==> src/hw/rtl/qrdp_pkg.sv <==
package qrdp_pkg;

    localparam int ACC_WIDTH_DEF = 48;
    localparam int OUT_WIDTH     = 48;
    localparam int DATA_WIDTH    = 16;
    localparam int FMT_WIDTH     = 2;

    localparam logic [FMT_WIDTH-1:0] FMT_FIXED = 2'd0;
    localparam logic [FMT_WIDTH-1:0] FMT_INT8  = 2'd1;
    localparam logic [FMT_WIDTH-1:0] FMT_INT4  = 2'd2;

    typedef struct packed {
        logic capture;
        logic mul;
        logic acc;
        logic pp_lo;
        logic pp_hi;
        logic sum;
        logic load_out;
    } qrdp_cmd_t;

    typedef struct packed {
        logic last;
        logic scaled;
    } qrdp_status_t;

endpackage

==> src/hw/rtl/quantized_row_dot_product.sv <==
// Quantized row dot product: multiply-accumulate of one matrix row.
// Input channel (in_valid/in_ready): activation (Q3.12), weight_code and
// row_scale, with last_in_row marking the final element of a row.
// Output channel (out_valid/out_ready): dot_product, one item per row,
// issued for the item that carries last_in_row.
// Configuration: cfg_wr_en/cfg_wr_data write weight_format (fixed, int8,
// int4); write only while no row is in flight.
// One element in work at a time: accept, multiply and saturating accumulate
// run through the single controller sequence before the next is taken.
// After the last element of a row, fixed-point weights go straight to the
// output load; for scaled formats the scale product first takes two passes
// (low, high) through one 33x17 multiplier plus a register-to-register add.
// With a free output register the result is loaded and out_valid rises.
// Reset clears the accumulator, the format (to fixed-point) and out_valid.
// The output register holds a result while out_ready is low; the next
// element is still taken, and a later row result waits until the register
// frees up.
module quantized_row_dot_product #(
    parameter int ACC_WIDTH = qrdp_pkg::ACC_WIDTH_DEF
) (
    input  logic                                   clk,
    input  logic                                   rst_n,
    input  logic                                   cfg_wr_en,
    input  logic [qrdp_pkg::FMT_WIDTH-1:0]         cfg_wr_data,
    input  logic                                   in_valid,
    output logic                                   in_ready,
    input  logic signed [qrdp_pkg::DATA_WIDTH-1:0] activation,
    input  logic signed [qrdp_pkg::DATA_WIDTH-1:0] weight_code,
    input  logic [qrdp_pkg::DATA_WIDTH-1:0]        row_scale,
    input  logic                                   last_in_row,
    output logic                                   out_valid,
    input  logic                                   out_ready,
    output logic signed [qrdp_pkg::OUT_WIDTH-1:0]  dot_product
);

    qrdp_pkg::qrdp_cmd_t    cmd;
    qrdp_pkg::qrdp_status_t status;

    qrdp_ctrl u_ctrl (
        .clk       (clk),
        .rst_n     (rst_n),
        .in_valid  (in_valid),
        .in_ready  (in_ready),
        .out_valid (out_valid),
        .out_ready (out_ready),
        .status    (status),
        .cmd       (cmd)
    );

    qrdp_datapath #(
        .ACC_WIDTH (ACC_WIDTH)
    ) u_datapath (
        .clk         (clk),
        .rst_n       (rst_n),
        .cfg_wr_en   (cfg_wr_en),
        .cfg_wr_data (cfg_wr_data),
        .activation  (activation),
        .weight_code (weight_code),
        .row_scale   (row_scale),
        .last_in_row (last_in_row),
        .cmd         (cmd),
        .status      (status),
        .dot_product (dot_product)
    );

endmodule

==> src/hw/rtl/qrdp_ctrl.sv <==
module qrdp_ctrl (
    input  logic                  clk,
    input  logic                  rst_n,
    input  logic                  in_valid,
    output logic                  in_ready,
    output logic                  out_valid,
    input  logic                  out_ready,
    input  qrdp_pkg::qrdp_status_t status,
    output qrdp_pkg::qrdp_cmd_t    cmd
);

    localparam logic [2:0] S_IDLE = 3'd0;
    localparam logic [2:0] S_MUL  = 3'd1;
    localparam logic [2:0] S_ACC  = 3'd2;
    localparam logic [2:0] S_LO   = 3'd3;
    localparam logic [2:0] S_HI   = 3'd4;
    localparam logic [2:0] S_SUM  = 3'd5;
    localparam logic [2:0] S_OUT  = 3'd6;

    logic [2:0] state_reg;
    logic [2:0] state_next;
    logic       out_valid_reg;
    logic       out_valid_next;
    logic       out_free;

    assign out_free  = !out_valid_reg || out_ready;
    assign out_valid = out_valid_reg;

    always_comb
    begin
        state_next = state_reg;
        cmd        = '0;
        in_ready   = 1'b0;
        case (state_reg)
            S_IDLE:
            begin
                in_ready = 1'b1;
                if (in_valid)
                begin
                    cmd.capture = 1'b1;
                    state_next  = S_MUL;
                end
            end
            S_MUL:
            begin
                cmd.mul    = 1'b1;
                state_next = S_ACC;
            end
            S_ACC:
            begin
                cmd.acc = 1'b1;
                if (!status.last)
                    state_next = S_IDLE;
                else if (status.scaled)
                    state_next = S_LO;
                else
                    state_next = S_OUT;
            end
            S_LO:
            begin
                cmd.pp_lo  = 1'b1;
                state_next = S_HI;
            end
            S_HI:
            begin
                cmd.pp_hi  = 1'b1;
                state_next = S_SUM;
            end
            S_SUM:
            begin
                cmd.sum    = 1'b1;
                state_next = S_OUT;
            end
            S_OUT:
            begin
                if (out_free)
                begin
                    cmd.load_out = 1'b1;
                    state_next   = S_IDLE;
                end
            end
            default:
            begin
                state_next = S_IDLE;
            end
        endcase
    end

    always_comb
    begin
        out_valid_next = out_valid_reg;
        if (cmd.load_out)
            out_valid_next = 1'b1;
        else if (out_ready)
            out_valid_next = 1'b0;
    end

    always_ff @(posedge clk or negedge rst_n)
    begin
        if (!rst_n)
        begin
            state_reg     <= S_IDLE;
            out_valid_reg <= 1'b0;
        end
        else
        begin
            state_reg     <= state_next;
            out_valid_reg <= out_valid_next;
        end
    end

endmodule

==> src/hw/rtl/qrdp_datapath.sv <==
module qrdp_datapath #(
    parameter int ACC_WIDTH = qrdp_pkg::ACC_WIDTH_DEF
) (
    input  logic                                   clk,
    input  logic                                   rst_n,
    input  logic                                   cfg_wr_en,
    input  logic [qrdp_pkg::FMT_WIDTH-1:0]         cfg_wr_data,
    input  logic signed [qrdp_pkg::DATA_WIDTH-1:0] activation,
    input  logic signed [qrdp_pkg::DATA_WIDTH-1:0] weight_code,
    input  logic [qrdp_pkg::DATA_WIDTH-1:0]        row_scale,
    input  logic                                   last_in_row,
    input  qrdp_pkg::qrdp_cmd_t                    cmd,
    output qrdp_pkg::qrdp_status_t                 status,
    output logic signed [qrdp_pkg::OUT_WIDTH-1:0]  dot_product
);

    localparam int DW    = qrdp_pkg::DATA_WIDTH;
    localparam int SUM_W = ACC_WIDTH + DW;
    localparam int HI_W  = ACC_WIDTH - 32;
    localparam int PH_W  = ACC_WIDTH - DW;

    logic [qrdp_pkg::FMT_WIDTH-1:0] fmt_reg;
    logic signed [DW-1:0]           act_reg;
    logic signed [DW-1:0]           w_reg;
    logic signed [DW-1:0]           w_next;
    logic [DW-1:0]                  scale_reg;
    logic                           last_reg;
    logic signed [2*DW-1:0]         prod_reg;
    logic signed [ACC_WIDTH-1:0]    acc_reg;
    logic signed [ACC_WIDTH-1:0]    acc_next;
    logic [ACC_WIDTH:0]             acc_sum;
    logic [47:0]                    pp_lo_reg;
    logic [PH_W-1:0]                pp_hi_reg;
    logic [SUM_W-1:0]               full_sum;
    logic signed [ACC_WIDTH-1:0]    sum_reg;
    logic signed [32:0]             mul_a;
    logic signed [DW:0]             mul_b;
    logic signed [DW+32:0]          mul_p;
    logic signed [ACC_WIDTH-1:0]    out_res;
    logic signed [63:0]             res_ext;
    logic signed [qrdp_pkg::OUT_WIDTH-1:0] dot_reg;

    always_comb
    begin
        case (fmt_reg)
            qrdp_pkg::FMT_FIXED: w_next = weight_code;
            qrdp_pkg::FMT_INT8:  w_next = {{(DW-8){weight_code[7]}}, weight_code[7:0]};
            default:             w_next = {{(DW-4){~weight_code[3]}}, ~weight_code[3],
                                           weight_code[2:0]};
        endcase
    end

    assign acc_sum = {acc_reg[ACC_WIDTH-1], acc_reg}
                   + {{(ACC_WIDTH-2*DW+1){prod_reg[2*DW-1]}}, prod_reg};

    always_comb
    begin
        if (acc_sum[ACC_WIDTH] != acc_sum[ACC_WIDTH-1])
            acc_next = acc_sum[ACC_WIDTH] ? {1'b1, {(ACC_WIDTH-1){1'b0}}}
                                          : {1'b0, {(ACC_WIDTH-1){1'b1}}};
        else
            acc_next = acc_sum[ACC_WIDTH-1:0];
    end

    // shared scale multiplier: low 32 bits unsigned, then signed upper part
    assign mul_a = cmd.pp_hi ? 33'(signed'(acc_reg[ACC_WIDTH-1:32]))
                             : {1'b0, acc_reg[31:0]};
    assign mul_b = {1'b0, scale_reg};
    assign mul_p = mul_a * mul_b;

    assign full_sum = {pp_hi_reg, 32'd0} + {{HI_W{1'b0}}, pp_lo_reg};

    assign out_res = status.scaled ? sum_reg : acc_reg;
    assign res_ext = 64'(out_res);

    always_ff @(posedge clk or negedge rst_n)
    begin
        if (!rst_n)
        begin
            fmt_reg <= qrdp_pkg::FMT_FIXED;
            acc_reg <= '0;
        end
        else
        begin
            if (cfg_wr_en)
                fmt_reg <= cfg_wr_data;
            if (cmd.acc)
                acc_reg <= acc_next;
            else if (cmd.load_out)
                acc_reg <= '0;
        end
    end

    always_ff @(posedge clk)
    begin
        if (cmd.capture)
        begin
            act_reg   <= activation;
            w_reg     <= w_next;
            scale_reg <= row_scale;
            last_reg  <= last_in_row;
        end
        if (cmd.mul)
            prod_reg <= act_reg * w_reg;
        if (cmd.pp_lo)
            pp_lo_reg <= mul_p[47:0];
        if (cmd.pp_hi)
            pp_hi_reg <= mul_p[PH_W-1:0];
        if (cmd.sum)
            sum_reg <= full_sum[SUM_W-1:DW];
        if (cmd.load_out)
            dot_reg <= res_ext[qrdp_pkg::OUT_WIDTH-1:0];
    end

    assign status.last   = last_reg;
    assign status.scaled = (fmt_reg != qrdp_pkg::FMT_FIXED);
    assign dot_product   = dot_reg;

endmodule

==> config.mk <==
export PLATFORM = sky130hd
export DESIGN_NAME = quantized_row_dot_product
export DESIGN_NICKNAME = d
export VERILOG_FILES = /design/src/hw/rtl/qrdp_pkg.sv /design/src/hw/rtl/quantized_row_dot_product.sv /design/src/hw/rtl/qrdp_ctrl.sv /design/src/hw/rtl/qrdp_datapath.sv
export SDC_FILE = /design/constraint.sdc
export NUM_CORES = 2
export LEC_CHECK = 0
export BUFFER_PORTS_ARGS = -buffer_cell sky130_fd_sc_hd__buf_4
export CAP_MARGIN = 20
export CORE_MARGIN = 2
export CORE_UTILIZATION = 65
export DETAILED_ROUTE_END_ITERATION = 10
export PLACE_DENSITY = 0.87
export SKIP_LAST_GASP = 1
export SLEW_MARGIN = 20
export SYNTH_ARGS = -nofsm -noshare
export SYNTH_HDL_FRONTEND = slang
export SYNTH_HIERARCHICAL = 1
export SYNTH_SLANG_ARGS = --single-unit
==> constraint.sdc <==
create_clock -name clk -period 17.4 [get_ports clk]
set_input_delay 3.48 -clock clk [delete_from_list [all_inputs] [get_ports clk]]
set_output_delay 3.48 -clock clk [all_outputs]
set_load 0.1 [all_outputs]
==> summary.txt <==
Synthesis
  – Post-Syn Nets: 5,382
  – Post-Syn Area: 0.0420 sq mm
  – Synth Instances: 4,311
  – Asr flop ratio synth: 18.3%
  – Top_reg_cell synth: edfxtp_1
  – Cell variety after synth: 79
  – Largest area contributor in the netlist: fa_1
  – FF+latch count, synth: 295
  – Seq/Total Area, Yosys: 20.5%
  – Post-synth EDFFs: 241
  – YS warnings: 6
  – Avg Cell Area, Syn: 9.74 sq um
  – Top-area cell type share of the netlist area: 36.0%
  – Synth area leaders: fa_1, edfxtp_1, inv_1

Worst setup path
  – Crit path largest cell delay: 0.74 ns
  – Critical Path Start Type: register
  – CP Capture Type: register
  – Worst path slowest cell: buf_4
  – CP required: 17.71 ns
  – Cell mode on critical path: fa_1
  – Crit-path leading delay family: adder cells
  – Crit-path max FO: 69
  – CP Data Arrival Time: 9.30 ns
  – Setup Crit Path Kind: register to register
  – CP bufs+invs: 6

Place
  – Port bufs: 105
  – Dpl hpwl: 79,600 microns
  – Placer Congestion: 0.950

STA
  – Final count of pins violating max slew: 0
  – Rel. slew slack: 22.4%
  – Final period utilization: 51.7%
  – Endpoints failing hold: 0
  – F_max: 0.111 GHz
  – Slew @ Worst Pin: 1.15 ns
  – TNS Setup: 0 ns
  – Final min period: 8.99 ns
  – Setup-failing EPs final: 0
  – Clock skew: 0.0268 ns
  – RSZ-0062 raised after global routing: false

GRT
  – GRT Util Overall: 32.4%
  – Largest net degree at the start of global routing: 70
  – Total grt overflow: 0
  – Antenna violations before repair: 3
  – First-pass GRT wire length: 169,000 microns
  – Vias in the first global route: 32,400

Floorplan
  – Core box area: 0.0641 sq mm
  – Die area: 0.0666 sq mm
  – Die X: 258 microns
  – FP Rows: 93
  – Initial Util: 65.5%
  – Io pins: 106
  – Die height: 258 microns

Final layout
  – Area delta synth->final: 6.56%
  – Sequential Area: 0.00859 sq mm
  – Area occupied by multi-input gates: 0.0293 sq mm
  – Fill cell count: 4,484
  – Ant. Diodes: 0
  – Layout Nets: 5,390
  – Layout cells sized above 1: 6.37%

Clock tree
  – Worst-skew pair later-pin latency: 0.58 ns
  – Clock buffer depth: 3
  – Post-CTS Setup Inserts: 0
  – Sink Count: 295
  – # H-tree levels: 2
  – Clock-pin slew on the worst setup and hold paths: 0.06 ns
  – CTS tree: done
  – CTS Hold Bufs: 0
  – CTS Buf Count: 36
  – Post_cts resized: 0
  – Root Buffer: clkbuf_16

Detailed routing
  – Antenna-violating nets left: 0
  – Via/cell ratio: 5.91
  – # DRC: 0
  – WL/cell: 19.9 microns
  – DRT iter0 DRCs: 2,824
  – First-pass DRT Iterations: 7
  – Via count: 30,800
  – Post-Route WL: 103,000 microns

Worst hold path
  – Hold/Removal Path Class: register to register

Outcome
  – Run status: complete, no violations

Run
  – Max-Cap Viols: 0
Yosys cell counts (5+ instances only):
library cell / instances
a31oi_1: 15
nor3_1: 25
nand2_1: 555
o21bai_1: 13
buf_6: 5
and4_1: 5
nand3_1: 33
a211oi_1: 16
or3_1: 8
and2_1: 346
inv_1: 938
o21ai_2: 5
a21boi_0: 9
a211o_1: 5
o211ai_1: 15
nor2_1: 124
o31ai_1: 5
xnor2_1: 108
and3_1: 22
a21o_1: 68
buf_2: 6
dfrtp_1: 54
nor2b_1: 17
o2111ai_1: 5
o21a_1: 17
o21ai_1: 42
a21oi_1: 122
clkbuf_1: 152
ha_1: 260
edfxtp_1: 241
mux2_2: 48
xor2_1: 51
a221o_1: 5
nand4_1: 19
o21ai_0: 107
nand2b_1: 27
fa_1: 755
cells in the final DEF (no fill, tap or decap), drive strengths merged, types with 5 or more instances in the layout:
| cell | count |
|---|---|
| a211o | 5 |
| a211oi | 16 |
| a21boi | 10 |
| a21o | 68 |
| a21oi | 123 |
| a221o | 5 |
| a31oi | 15 |
| and2 | 347 |
| and3 | 22 |
| and4 | 5 |
| buf | 137 |
| bufinv | 5 |
| clkbuf | 40 |
| clkinv | 17 |
| dfrtp | 54 |
| edfxtp | 241 |
| fa | 755 |
| ha | 260 |
| inv | 940 |
| mux2 | 48 |
| nand2 | 555 |
| nand2b | 27 |
| nand3 | 33 |
| nand4 | 19 |
| nor2 | 124 |
| nor2b | 18 |
| nor3 | 26 |
| o2111ai | 5 |
| o211ai | 16 |
| o21a | 17 |
| o21ai | 154 |
| o21bai | 13 |
| o31ai | 5 |
| o41ai | 5 |
| or3 | 8 |
| xnor2 | 108 |
| xor2 | 51 |
cells by family (layout without fill, tap and decap cells):
group	count (synthesis)	after routing	share of synthesized area, %
simple gates	1198	1198	13.7
xor+xnor	159	159	3.32
mux	49	49	1.31
flops	295	295	20.5
buf+inv	1106	1141	10.0
compound gates	489	489	7.42
fa+ha+maj	1015	1015	43.7
worst paths after layout:
check / from / end / slack, ns / depth (start not counted)
min: u_datapath/pp_lo_reg[23] / u_datapath/sum_reg[7] / 0.41 / 0
max reg2reg: u_ctrl/state_reg[2] / u_datapath/pp_lo_reg[45] / 8.41 / 26
max in group asynchronous: rst_n / u_ctrl/state_reg[0] / 13.85 / 1
min in group asynchronous: rst_n / u_datapath/acc_reg[4] / 2.96 / 1
min reg2reg: u_datapath/pp_lo_reg[23] / u_datapath/sum_reg[7] / 0.41 / 0
max: u_ctrl/state_reg[2] / u_datapath/pp_lo_reg[45] / 8.41 / 26
area by class of cell:
type | instances | share of cell area [%]
clock buffer | 40 | 2.09
clock inverter | 25 | 0.702
inverter | 939 | 7.88
multi-input combinational | 2910 | 65.4
sequential | 295 | 19.2
tap | 855 | 2.39
timing repair buffer | 137 | 2.30
stage by stage:
stage / std cells / hold WS [ns] / util, % / cell area (sq um) / worst slack (ns)
2_1_floorplan: 4311 / 0.400 / - / 42000 / 7.22
3_3_place_gp: 5136 / 0.401 / 67.8 / 43500 / 8.84
3_5_place_dp: 5136 / 0.405 / 67.8 / 43500 / 8.56
4_1_cts: 5201 / 0.413 / 69.7 / 44700 / 8.55
5_1_grt: 5201 / 0.429 / 69.8 / 44700 / 8.08
6_report: 5201 / 0.412 / 69.8 / 44700 / 8.41
layer usage:
layer  track usage, %  routed length [microns]
met5                0                        0
met4             13.2                     4630
met3             6.01                    10500
met2             52.2                    49000
met1             43.9                    39200
Power is not shown: default switching activity piles up to over one toggle a cycle in this logic, so the estimate is an artifact.
